$ cat config.mk
export PLATFORM = sky130hd
export DESIGN_NAME = midpoint_ellipse_rasterizer_unit
export DESIGN_NICKNAME = d
export VERILOG_FILES = /design/src/hdl/mer_pkg.sv /design/src/hdl/midpoint_ellipse_rasterizer_unit.sv
export SDC_FILE = /design/constraint.sdc
export NUM_CORES = 2
export LEC_CHECK = 0
export BUFFER_PORTS_ARGS = -buffer_cell sky130_fd_sc_hd__clkbuf_2
export CAP_MARGIN = 20
export CORE_UTILIZATION = 25
export DETAILED_ROUTE_END_ITERATION = 12
export GPL_ROUTABILITY_DRIVEN = 0
export PLACE_DENSITY = 0.42
export SLEW_MARGIN = 10
export SYNTH_ARGS = -nofsm -noshare
export SYNTH_HDL_FRONTEND = slang
export SYNTH_SLANG_ARGS = --single-unit
export TNS_END_PERCENT = 50
$ cat constraint.sdc
create_clock -name clk -period 36.2 [get_ports clk]
set_input_delay 5.43 -clock clk [delete_from_list [all_inputs] [get_ports clk]]
set_output_delay 5.43 -clock clk [all_outputs]
set_load 0.02 [all_outputs]
$ cat src/hdl/mer_pkg.sv
// Shared types and constants for the midpoint ellipse rasterizer.
`default_nettype none

package mer_pkg;

	// Width of every output coordinate; results wrap modulo 2^OUT_W.
	localparam int OUT_W = 12;

	typedef enum logic [4:0] {
		ST_IDLE,
		ST_SQX,
		ST_SQY,
		ST_D1,
		ST_D2,
		ST_D3,
		ST_CMP1,
		ST_CMP2,
		ST_CHK,
		ST_R1_M1,
		ST_R1_M2,
		ST_R1_M3,
		ST_R2I_1,
		ST_R2I_2,
		ST_R2I_3,
		ST_R2I_4,
		ST_R2I_5,
		ST_R2_UPD,
		ST_R2_M1,
		ST_R2_M2,
		ST_R2_M3,
		ST_EMIT
	} state_t;

	// Destination register of one multiply-accumulate operation.
	typedef enum logic [2:0] {
		DST_NONE,
		DST_TMP,
		DST_DEC,
		DST_RX2,
		DST_RY2
	} dst_t;

	typedef enum logic [2:0] {
		A_RX,
		A_RY,
		A_RX2,
		A_RY2,
		A_ODDX,
		A_YM1
	} asel_t;

	typedef enum logic [3:0] {
		B_RX,
		B_RY,
		B_OX,
		B_OY,
		B_ODDX,
		B_YM1,
		B_TMP,
		B_ONE,
		B_RY2
	} bsel_t;

	// The encoding is the left shift applied to the product.
	typedef enum logic [1:0] {
		SH_X1 = 2'd0,
		SH_X4 = 2'd2,
		SH_X8 = 2'd3
	} shift_t;

	typedef struct packed {
		dst_t   dst;
		logic   clr;
		logic   neg;
		shift_t sh;
		asel_t  asel;
		bsel_t  bsel;
	} mac_op_t;

	localparam mac_op_t MAC_NOP = '{DST_NONE, 1'b0, 1'b0, SH_X1, A_RX, B_ONE};

endpackage

`default_nettype wire

$ cat src/hdl/midpoint_ellipse_rasterizer_unit.sv
// Top level of the midpoint ellipse rasterizer with its sequencer and multiply-accumulate unit.
`default_nettype none

// The block walks the first-quadrant arc of an axis-aligned ellipse with the two-region
// midpoint method and returns, for each input transfer, one result transfer holding the
// four mirrored pixel coordinates of the current point. An input with action 0 loads the
// center and radii and returns the top point; an input with action 1 advances one point.
// When the walk is finished (y offset zero), further advances return the last point again
// with last_point set. Decision values are exact integers, four times the textbook values.
// All arithmetic runs through one multiply-accumulate unit under a small sequencer, so one
// item is worked on at a time and in_stall stays high until its result is registered.
// The length of each update is set by the multiply-accumulate operations it needs, at
// most one per sequencer state; the step that crosses into region two also rebuilds the
// decision value, and an advance on a finished walk only returns its result. A new
// input can be accepted while the previous result still waits on out_stall; the result
// register only blocks the sequencer at its final load.
module midpoint_ellipse_rasterizer_unit #(
	parameter int COORD_BITS  = 10,
	parameter int RADIUS_BITS = 9
) (
	input  logic                              clk,
	input  logic                              arst_n,
	input  logic                              in_valid,
	output logic                              in_stall,
	input  logic                              action,
	input  logic [COORD_BITS-1:0]             center_x,
	input  logic [COORD_BITS-1:0]             center_y,
	input  logic [RADIUS_BITS-1:0]            radius_x,
	input  logic [RADIUS_BITS-1:0]            radius_y,
	output logic                              out_valid,
	input  logic                              out_stall,
	output logic signed [mer_pkg::OUT_W-1:0]  right_x,
	output logic signed [mer_pkg::OUT_W-1:0]  left_x,
	output logic signed [mer_pkg::OUT_W-1:0]  top_y,
	output logic signed [mer_pkg::OUT_W-1:0]  bottom_y,
	output logic                              last_point
);
	import mer_pkg::*;

	// Offsets need one bit above the radius since x may pass rx by one.
	localparam int OW = RADIUS_BITS + 1;
	// Multiplier operand A holds squared radii; operand B also holds (2x+1)^2.
	localparam int AW = 2 * RADIUS_BITS;
	localparam int BW = 2 * RADIUS_BITS + 4;
	localparam int PW = AW + BW;
	// Decision accumulator: product, shift by up to eight, and a sign bit.
	localparam int DW = PW + 4;

	state_t state_q, state_d;

	logic [COORD_BITS-1:0]  cx_q, cy_q;
	logic [RADIUS_BITS-1:0] rx_q, ry_q;
	logic [AW-1:0]          rx2_q, ry2_q;
	logic [OW-1:0]          ox_q, oy_q;
	logic                   r2_q;
	logic                   br_q;
	logic [DW-1:0]          tmp_q, dec_q;

	logic                   out_valid_q;
	logic [OUT_W-1:0]       right_x_q, left_x_q, top_y_q, bottom_y_q;
	logic                   last_point_q;

	mac_op_t mac;
	logic    ld_start, step_r1, step_r2, set_r2, emit_ld;

	logic          in_xfer, out_free, oy_zero;
	logic [OW:0]   odd_x;
	logic [OW-1:0] y_m1;
	logic          dec_neg, dec_le0, tmp_gt0;

	logic [AW-1:0] mul_a;
	logic [BW-1:0] mul_b;
	logic [PW-1:0] prod;
	logic [DW-1:0] term_u, term, base, mac_sum;

	assign in_stall = (state_q != ST_IDLE);
	assign in_xfer  = in_valid && !in_stall;
	assign out_free = !out_valid_q || !out_stall;

	// The walk is finished exactly when the y offset is zero.
	assign oy_zero = (oy_q == '0);
	assign odd_x   = {ox_q, 1'b1};
	assign y_m1    = oy_q - OW'(1);

	assign dec_neg = dec_q[DW-1];
	assign dec_le0 = dec_neg || (dec_q == '0);
	// Positive means ry^2*x > rx^2*y, the point where region two begins.
	assign tmp_gt0 = !tmp_q[DW-1] && (tmp_q != '0);

	// Operand selection for the shared multiplier.
	always_comb begin
		case (mac.asel)
			A_RX:    mul_a = AW'(rx_q);
			A_RY:    mul_a = AW'(ry_q);
			A_RX2:   mul_a = rx2_q;
			A_RY2:   mul_a = ry2_q;
			A_ODDX:  mul_a = AW'(odd_x);
			A_YM1:   mul_a = AW'(y_m1);
			default: mul_a = '0;
		endcase
	end

	always_comb begin
		case (mac.bsel)
			B_RX:    mul_b = BW'(rx_q);
			B_RY:    mul_b = BW'(ry_q);
			B_OX:    mul_b = BW'(ox_q);
			B_OY:    mul_b = BW'(oy_q);
			B_ODDX:  mul_b = BW'(odd_x);
			B_YM1:   mul_b = BW'(y_m1);
			B_TMP:   mul_b = tmp_q[BW-1:0];
			B_ONE:   mul_b = BW'(1);
			B_RY2:   mul_b = BW'(ry2_q);
			default: mul_b = '0;
		endcase
	end

	// One multiply, a selectable shift, an optional negation and one accumulate per cycle.
	assign prod    = PW'(mul_a) * PW'(mul_b);
	assign term_u  = DW'(prod) << mac.sh;
	assign term    = mac.neg ? (~term_u + DW'(1)) : term_u;
	assign base    = mac.clr ? '0 : ((mac.dst == DST_TMP) ? tmp_q : dec_q);
	assign mac_sum = base + term;

	always_ff @(posedge clk or negedge arst_n) begin
		if (!arst_n) begin
			state_q <= ST_IDLE;
		end else begin
			state_q <= state_d;
		end
	end

	// Sequencer: each state issues at most one multiply-accumulate operation.
	always_comb begin
		state_d  = state_q;
		mac      = MAC_NOP;
		ld_start = 1'b0;
		step_r1  = 1'b0;
		step_r2  = 1'b0;
		set_r2   = 1'b0;
		emit_ld  = 1'b0;
		unique case (state_q)
			ST_IDLE: begin
				if (in_xfer) begin
					if (!action) begin
						ld_start = 1'b1;
						state_d  = ST_SQX;
					end else if (oy_zero) begin
						state_d = ST_EMIT;
					end else if (r2_q) begin
						state_d = ST_R2_UPD;
					end else begin
						state_d = ST_CMP1;
					end
				end
			end
			ST_SQX: begin
				mac     = '{DST_RX2, 1'b1, 1'b0, SH_X1, A_RX, B_RX};
				state_d = ST_SQY;
			end
			ST_SQY: begin
				mac     = '{DST_RY2, 1'b1, 1'b0, SH_X1, A_RY, B_RY};
				state_d = ST_D1;
			end
			ST_D1: begin
				mac     = '{DST_DEC, 1'b1, 1'b1, SH_X4, A_RX2, B_RY};
				state_d = ST_D2;
			end
			ST_D2: begin
				mac     = '{DST_DEC, 1'b0, 1'b0, SH_X4, A_RY2, B_ONE};
				state_d = ST_D3;
			end
			ST_D3: begin
				mac     = '{DST_DEC, 1'b0, 1'b0, SH_X1, A_RX2, B_ONE};
				state_d = ST_EMIT;
			end
			ST_CMP1: begin
				mac     = '{DST_TMP, 1'b1, 1'b0, SH_X1, A_RY2, B_OX};
				state_d = ST_CMP2;
			end
			ST_CMP2: begin
				mac     = '{DST_TMP, 1'b0, 1'b1, SH_X1, A_RX2, B_OY};
				state_d = ST_CHK;
			end
			ST_CHK: begin
				if (tmp_gt0) begin
					state_d = ST_R2I_1;
				end else begin
					step_r1 = 1'b1;
					state_d = ST_R1_M1;
				end
			end
			ST_R1_M1: begin
				mac     = '{DST_DEC, 1'b0, 1'b0, SH_X8, A_RY2, B_OX};
				state_d = ST_R1_M2;
			end
			ST_R1_M2: begin
				mac     = '{DST_DEC, 1'b0, 1'b0, SH_X4, A_RY2, B_ONE};
				state_d = br_q ? ST_R1_M3 : ST_EMIT;
			end
			ST_R1_M3: begin
				mac     = '{DST_DEC, 1'b0, 1'b1, SH_X8, A_RX2, B_OY};
				state_d = ST_EMIT;
			end
			ST_R2I_1: begin
				mac     = '{DST_TMP, 1'b1, 1'b0, SH_X1, A_ODDX, B_ODDX};
				state_d = ST_R2I_2;
			end
			ST_R2I_2: begin
				mac     = '{DST_DEC, 1'b1, 1'b0, SH_X1, A_RY2, B_TMP};
				state_d = ST_R2I_3;
			end
			ST_R2I_3: begin
				mac     = '{DST_TMP, 1'b1, 1'b0, SH_X1, A_YM1, B_YM1};
				state_d = ST_R2I_4;
			end
			ST_R2I_4: begin
				mac     = '{DST_DEC, 1'b0, 1'b0, SH_X4, A_RX2, B_TMP};
				state_d = ST_R2I_5;
			end
			ST_R2I_5: begin
				mac     = '{DST_DEC, 1'b0, 1'b1, SH_X4, A_RX2, B_RY2};
				set_r2  = 1'b1;
				state_d = ST_R2_UPD;
			end
			ST_R2_UPD: begin
				step_r2 = 1'b1;
				state_d = ST_R2_M1;
			end
			ST_R2_M1: begin
				mac     = '{DST_DEC, 1'b0, 1'b1, SH_X8, A_RX2, B_OY};
				state_d = ST_R2_M2;
			end
			ST_R2_M2: begin
				mac     = '{DST_DEC, 1'b0, 1'b0, SH_X4, A_RX2, B_ONE};
				state_d = br_q ? ST_R2_M3 : ST_EMIT;
			end
			ST_R2_M3: begin
				mac     = '{DST_DEC, 1'b0, 1'b0, SH_X8, A_RY2, B_OX};
				state_d = ST_EMIT;
			end
			ST_EMIT: begin
				if (out_free) begin
					emit_ld = 1'b1;
					state_d = ST_IDLE;
				end
			end
			default: begin
				state_d = ST_IDLE;
			end
		endcase
	end

	// Walk state. The center and offsets reset so that an advance after reset
	// returns the origin as a finished point.
	always_ff @(posedge clk or negedge arst_n) begin
		if (!arst_n) begin
			cx_q <= '0;
			cy_q <= '0;
			ox_q <= '0;
			oy_q <= '0;
			r2_q <= 1'b0;
		end else begin
			if (ld_start) begin
				cx_q <= center_x;
				cy_q <= center_y;
				ox_q <= '0;
				oy_q <= OW'(radius_y);
				r2_q <= 1'b0;
			end
			if (step_r1) begin
				// Region one always moves right; it also moves down when D >= 0.
				ox_q <= ox_q + OW'(1);
				if (!dec_neg) begin
					oy_q <= y_m1;
				end
			end
			if (set_r2) begin
				r2_q <= 1'b1;
			end
			if (step_r2) begin
				// Region two always moves down; it also moves right when D <= 0.
				oy_q <= y_m1;
				if (dec_le0) begin
					ox_q <= ox_q + OW'(1);
				end
			end
		end
	end

	// Datapath registers; the sequencer defines them before any use.
	always_ff @(posedge clk) begin
		if (ld_start) begin
			rx_q <= radius_x;
			ry_q <= radius_y;
		end
		if (step_r1) begin
			br_q <= !dec_neg;
		end
		if (step_r2) begin
			br_q <= dec_le0;
		end
		case (mac.dst)
			DST_TMP: tmp_q <= mac_sum;
			DST_DEC: dec_q <= mac_sum;
			DST_RX2: rx2_q <= prod[AW-1:0];
			DST_RY2: ry2_q <= prod[AW-1:0];
			default: ;
		endcase
	end

	// Result register.
	always_ff @(posedge clk or negedge arst_n) begin
		if (!arst_n) begin
			out_valid_q <= 1'b0;
		end else if (emit_ld) begin
			out_valid_q <= 1'b1;
		end else if (!out_stall) begin
			out_valid_q <= 1'b0;
		end
	end

	always_ff @(posedge clk) begin
		if (emit_ld) begin
			right_x_q    <= OUT_W'(cx_q) + OUT_W'(ox_q);
			left_x_q     <= OUT_W'(cx_q) - OUT_W'(ox_q);
			top_y_q      <= OUT_W'(cy_q) + OUT_W'(oy_q);
			bottom_y_q   <= OUT_W'(cy_q) - OUT_W'(oy_q);
			last_point_q <= oy_zero;
		end
	end

	assign out_valid  = out_valid_q;
	assign right_x    = right_x_q;
	assign left_x     = left_x_q;
	assign top_y      = top_y_q;
	assign bottom_y   = bottom_y_q;
	assign last_point = last_point_q;

endmodule

`default_nettype wire

# [After elaboration in Yosys (flattened, before gate mapping)]
# Index checks and enable logic that the tools add are counted.
[op_classes] shift=1 add_sub_neg=8 bitwise=1 n_reduce_logical=23 eq_ne=41 muxes=38 n_mul=1
[ops] op="14-bit one-hot mux with 15 select lines" count=1
[ops] op="22-bit one-hot mux with 9 select lines" count=1
[ops] op="44-bit two-way mux" count=3
[ops] op="18-bit one-hot mux with 6 select lines" count=1
[ops] op="5-bit one-hot mux with 20 select lines" count=1
[ops] op="10-bit two-way mux" count=8
[ops] op="44-bit by 1-bit adder with 44-bit output (second input constant)" count=1
[ops] op="44-bit adder" count=1
[ops] op="44-bit zero test" count=1
[ops] op="44-bit inverter" count=1
[ops] op="44-bit nonzero test" count=1
[ops] op="40-bit by 2-bit << shifter with 44-bit output" count=1
[ops] op="5-bit by 4-bit equality test with 1-bit output (second input constant)" count=8
[ops] op="18-bit by 22-bit multiplier with 40-bit output" count=1
[ops] op="5-bit equality test (second input constant)" count=6
[ops] op="5-bit two-way mux" count=6
[ops] op="10-bit by 10-bit adder with 11-bit output" count=2
[ops] op="10-bit by 10-bit subtractor with 11-bit output" count=2
[ops] op="5-bit by 3-bit equality test with 1-bit output (second input constant)" count=4
[ops] op="4-bit by 3-bit equality test with 1-bit output (second input constant)" count=4
[ops] op="1-bit two-way mux" count=16
[ops] op="3-bit by 2-bit equality test with 1-bit output (second input constant)" count=4
[ops] op="10-bit by 1-bit adder with 10-bit output (second input constant)" count=1
[ops] op="5-bit by 2-bit equality test with 1-bit output (second input constant)" count=2
[ops] op="22 further kinds" count=36
[word_totals] out_inout_bits=51 reg_bits=239 in_bits=43 wordCells=132

# [Logic depth before layout (Yosys ltp)]
[logic_depth] word_depth=11 depth_mapped=52 depth_no_buf=47

# [Worst setup path after synthesis]
# No wires, ideal clock.
[synth_path] path_type="flip-flop to flip-flop" startpoint="register state_q[3]" endpoint="register dec_q[41], data pin" slack_ps=23472 path_buffers=7 t_arrival_ps=12460 synth_period_minus_slack_ps=12728 stages_incl_launch_ff=44 setup_time_ps=268 t_required_ps=35932 cell_sequence="dfrtp_1 -> buf_2 -> buf_2 -> buf_2 -> or2_2 -> clkbuf_1 -> nor4_1 -> a221oi_1 -> and3_1 -> clkbuf_1 -> clkbuf_1 -> nor2_1 -> fa_1 -> fa_1 -> inv_1 -> fa_1 -> inv_1 -> fa_1 -> [... 8 more ...] -> a21o_1 -> a21oi_1 -> xnor2_1 -> a222oi_1 -> nor3b_1 -> and3_1 -> nor2_1 -> xnor2_1 -> ha_1 -> a21o_1 -> a21oi_1 -> o21ai_0 -> a21o_1 -> a211o_1 -> a211oi_1 -> nor3_1 -> a221oi_1 -> xnor2_1"
[synth_between] elab_chain_len=11 elab_cells_between_ends=48 classes_between="add/sub: 2; mul: 1; eq/ne: 32; shift: 1; mux: 6; bitwise: 1; reduce/logical: 5"
[synth_rtl] element="from (decl)" line="midpoint_ellipse_rasterizer_unit.sv:49" rtl="state_t state_q, state_d;"
[synth_rtl] element="from (signal assigned)" line="midpoint_ellipse_rasterizer_unit.sv:129" rtl="state_q <= state_d;"
[synth_rtl] element="5-bit equality test (tied with other cells)" line="midpoint_ellipse_rasterizer_unit.sv:142" rtl="unique case (state_q)"
[synth_rtl] element="2-bit OR reduction (no source line)"
[synth_rtl] element="14-bit one-hot mux with 15 select lines *" line="midpoint_ellipse_rasterizer_unit.sv:142"
[synth_rtl] element="4-bit equality test (tied with other cells)" line="midpoint_ellipse_rasterizer_unit.sv:104" rtl="case (mac.bsel)"
[synth_rtl] element="22-bit one-hot mux with 9 select lines / 18-bit one-hot mux with 6 select lines (equally long branches)" line="midpoint_ellipse_rasterizer_unit.sv:104, midpoint_ellipse_rasterizer_unit.sv:92"
[synth_rtl] element="18-bit by 22-bit multiplier with 40-bit output" line="midpoint_ellipse_rasterizer_unit.sv:119" rtl="assign prod = PW'(mul_a) * PW'(mul_b);"
[synth_rtl] element="40-bit by 2-bit << shifter with 44-bit output" line="midpoint_ellipse_rasterizer_unit.sv:120" rtl="assign term_u = DW'(prod) << mac.sh;"
[synth_rtl] element="44-bit inverter" line="midpoint_ellipse_rasterizer_unit.sv:121" rtl="assign term = mac.neg ? (~term_u + DW'(1)) : term_u;"
[synth_rtl] element="44-bit by 1-bit adder with 44-bit output" line="midpoint_ellipse_rasterizer_unit.sv:121"
[synth_rtl] element="44-bit two-way mux" line="midpoint_ellipse_rasterizer_unit.sv:121"
[synth_rtl] element="44-bit adder *" line="midpoint_ellipse_rasterizer_unit.sv:123" rtl="assign mac_sum = base + term;"
[synth_rtl] element="named net mac_sum[41]" line="midpoint_ellipse_rasterizer_unit.sv:74" rtl="logic [DW-1:0] term_u, term, base, mac_sum;"
[synth_rtl] element="to (signal assigned)" line="midpoint_ellipse_rasterizer_unit.sv:305" rtl="DST_DEC: dec_q <= mac_sum;"
[synth_rtl] element="to (decl)" line="midpoint_ellipse_rasterizer_unit.sv:57" rtl="logic [DW-1:0] tmp_q, dec_q;"
# Mark *: on every way through the listed nets, which the timed path passes. The rest lies on a longest branch.
# A chain may end at the register's enable or synchronous reset.

# [Final worst setup path]
[layout_path] startpoint="register state_q[1]" endpoint="register dec_q[41], data pin"
# The elaborated chain is that of the path after synthesis.

==> impl_metrics.env <==
export IMPL_cts_hold_fix_buffers=0
export IMPL_dr_pass1_iters=10
export IMPL_synth_edf_count=186
export IMPL_final_hold_viol_count=0
export IMPL_grt_busiest_layer="met2"
export IMPL_ios=94
export IMPL_violations="DRC"
export IMPL_synth_compound_area_frac=0.149
export IMPL_synthArstFlopShare=0.202
export IMPL_use_met3=0.0338
export IMPL_cts_resized=0
export IMPL_max_slew_worst_pin_slew_ns=1.23
export IMPL_antenna_found_initial=1
export IMPL_period_needed_ns=13.07
export IMPL_critPathMaxFanout=45
export IMPL_grtUsageMet2=0.270
export IMPL_whs_ns=0.517
export IMPL_cp_slowest_stage_delay_ns=0.85
export IMPL_numPortBuffers=91
export IMPL_critical_path_slowest_cell="and3_1"
export IMPL_dieArea_um2=117000
export IMPL_clock_skew_ns=0.0328
export IMPL_multi_input_area_um2=19900
export IMPL_dr_first_iter_drc_count=1842
export IMPL_dpl_instance_area_um2=31200
export IMPL_hpwl_um=77500
export IMPL_synthDistinctLibCells=93
export IMPL_regArea_um2=6760
export IMPL_setup_worst_path_start_class="flop"
export IMPL_clkTransAtPathRegs_ns=0.06
export IMPL_synth_ff_type="edfxtp_1"
export IMPL_end_kind="flop"
export IMPL_htree_levels=1
export IMPL_wire_per_inst_um=20.1
export IMPL_grt_total_usage=0.168
export IMPL_period_share=0.361
export IMPL_arrival_ns=13.39
export IMPL_vias=23500
export IMPL_final_cell_mix="nand2_1 (517), inv_1 (473), fa_1 (325)"
export IMPL_syn2layout_area_growth_pct=10.6
export IMPL_cts_sinks=233
export IMPL_syn_inst=3337
export IMPL_cts_root_buf="clkbuf_16"
export IMPL_grt_pass1_vias=24300
export IMPL_crit_buf_inv=6
export IMPL_slew_viol_final=0
export IMPL_die_h_um=342
export IMPL_core_um2=115000
export IMPL_start_util=0.253
export IMPL_syn_area_um2=29000
export IMPL_nets=3920
export IMPL_grt_overflow=0
export IMPL_routed_wl_um=98300
export IMPL_postLayoutCellArea_um2=32000
export IMPL_grt_setup_unrepaired="no"
export IMPL_fmaxAchievable_ghz=0.0765
export IMPL_yosysWarnings=0
export IMPL_synthMuxAreaShare=0.00453
export IMPL_synthAdderAreaFrac=0.311
export IMPL_drive_gt1_frac=0.0706
export IMPL_cp_data_required_time_ns=36.52
export IMPL_status="finished, violations left"
export IMPL_clock_latency_ns=0.61
export IMPL_setup_tns_ns=0
export IMPL_max_cap_violations=0
export IMPL_hp_start="cx_q[7]"
export IMPL_final_common_cell="nand2_1"
export IMPL_cts_made_buffers=29
export IMPL_vias_per_cell=4.82
export IMPL_cts_tree="built"
export IMPL_synthSimpleGateAreaFrac=0.173
export IMPL_yosysSeqAreaShare=0.233
export IMPL_timing_slew_headroom=0.182
export IMPL_path_class="flop to flop"
export IMPL_synth_top_family_by_area="adder cells"
export IMPL_grt_start_max_net_pins=71
export IMPL_post_cts_buffers=0
export IMPL_drcViolationCount=16
export IMPL_grt_met1_usage=0.235
export IMPL_setup_violations=0
export IMPL_ant_nets=0
export IMPL_die_w_um=342
export IMPL_synthXorXnorAreaFrac=0.0438
export IMPL_holdCritPathClass="flop to flop"
export IMPL_rows=124
export IMPL_fill_cells=12300
export IMPL_ys_ff_latch=233
export IMPL_cts_buffer_depth=3
export IMPL_rr_startpoint="state_q[1]"
export IMPL_syn_area_per_cell_um2=8.68
export IMPL_crit_family="compound AO/OA/AOI/OAI gates"
export IMPL_setup_worst_path_start="state_q[1]"
export IMPL_grt_pass1_wl_um=151000
-- worst min-delay path, stage by stage, from the launching register on --
cell     delay [ns]
dfrtp_1        0.37
nand2_1        0.06
nand2_1        0.06
-- cell type report --
class	count	area share
clock buffer	38	0.0253
tap	1512	0.0590
sequential	233	0.211
clock inverter	15	0.00238
antenna	1	0.0000781
multi-input combinational	2467	0.620
timing repair buffer	145	0.0268
inverter	475	0.0556
-- cells in the mapped netlist, drive strengths merged (58+ instances only) --
cell / count / area [um2]
a21o: 58 / 435
a21oi: 209 / 1050
clkbuf: 127 / 477
edfxtp: 186 / 5590
fa: 325 / 6510
ha: 201 / 2510
inv: 474 / 1780
nand2: 518 / 1950
nand3: 67 / 335
nor2: 295 / 1110
o21ai: 110 / 554
xnor2: 86 / 753
xor2: 59 / 517
-- flip-flops by register name, summed over array words and instances, names as in the netlist, 11 cells and up --
| register | count |
|---|---|
| dec_q | 44 |
| tmp_q | 44 |
| rx2_q | 18 |
| ry2_q | 18 |
| bottom_y | 11 |
| right_x | 11 |
-- logic make-up (layout without fill, tap and decap cells) --
family,after synthesis,in the layout
buffers and inverters,638,673
other,1,3
AOI/OAI and AO/OA,653,653
adders and majority gates,526,526
and+or+nand+nor,1128,1128
xor gates and xnor gates,145,145
DFF,233,233
muxes,13,13
-- routing by layer --
metal / part of all wire / vias up
li1: - / 11200
met1: 0.47 / 11700
met2: 0.45 / 588
met3: 0.064 / 99
met4: 0.018 / 2
met5: 0.000071 / -
-- final timing paths --
kind | to | slack, ns | cells after the start
hold reg to reg | cx_q[7] | 0.52 | 2
max in group asynchronous | cx_q[8] | 30.75 | 2
setup / recovery | dec_q[41] | 23.13 | 40
setup reg to reg | dec_q[41] | 23.13 | 40
min in group asynchronous | cy_q[2] | 4.97 | 2
hold / removal | cx_q[7] | 0.52 | 2
-- stage by stage --
stage / setup WS (ns) / util / instances
final: 23.13 / 0.280 / 4886
after global routing: 22.41 / 0.280 / 4885
after CTS: 23.29 / 0.280 / 4885
after detailed placement: 23.34 / 0.272 / 4832
after global placement: 23.26 / 0.272 / 4831
after floorplan: 23.47 / - / 3338
Power is left out: the tool's default activity adds up to more than one toggle a clock period on the data nets, which glitch-free logic cannot reach.
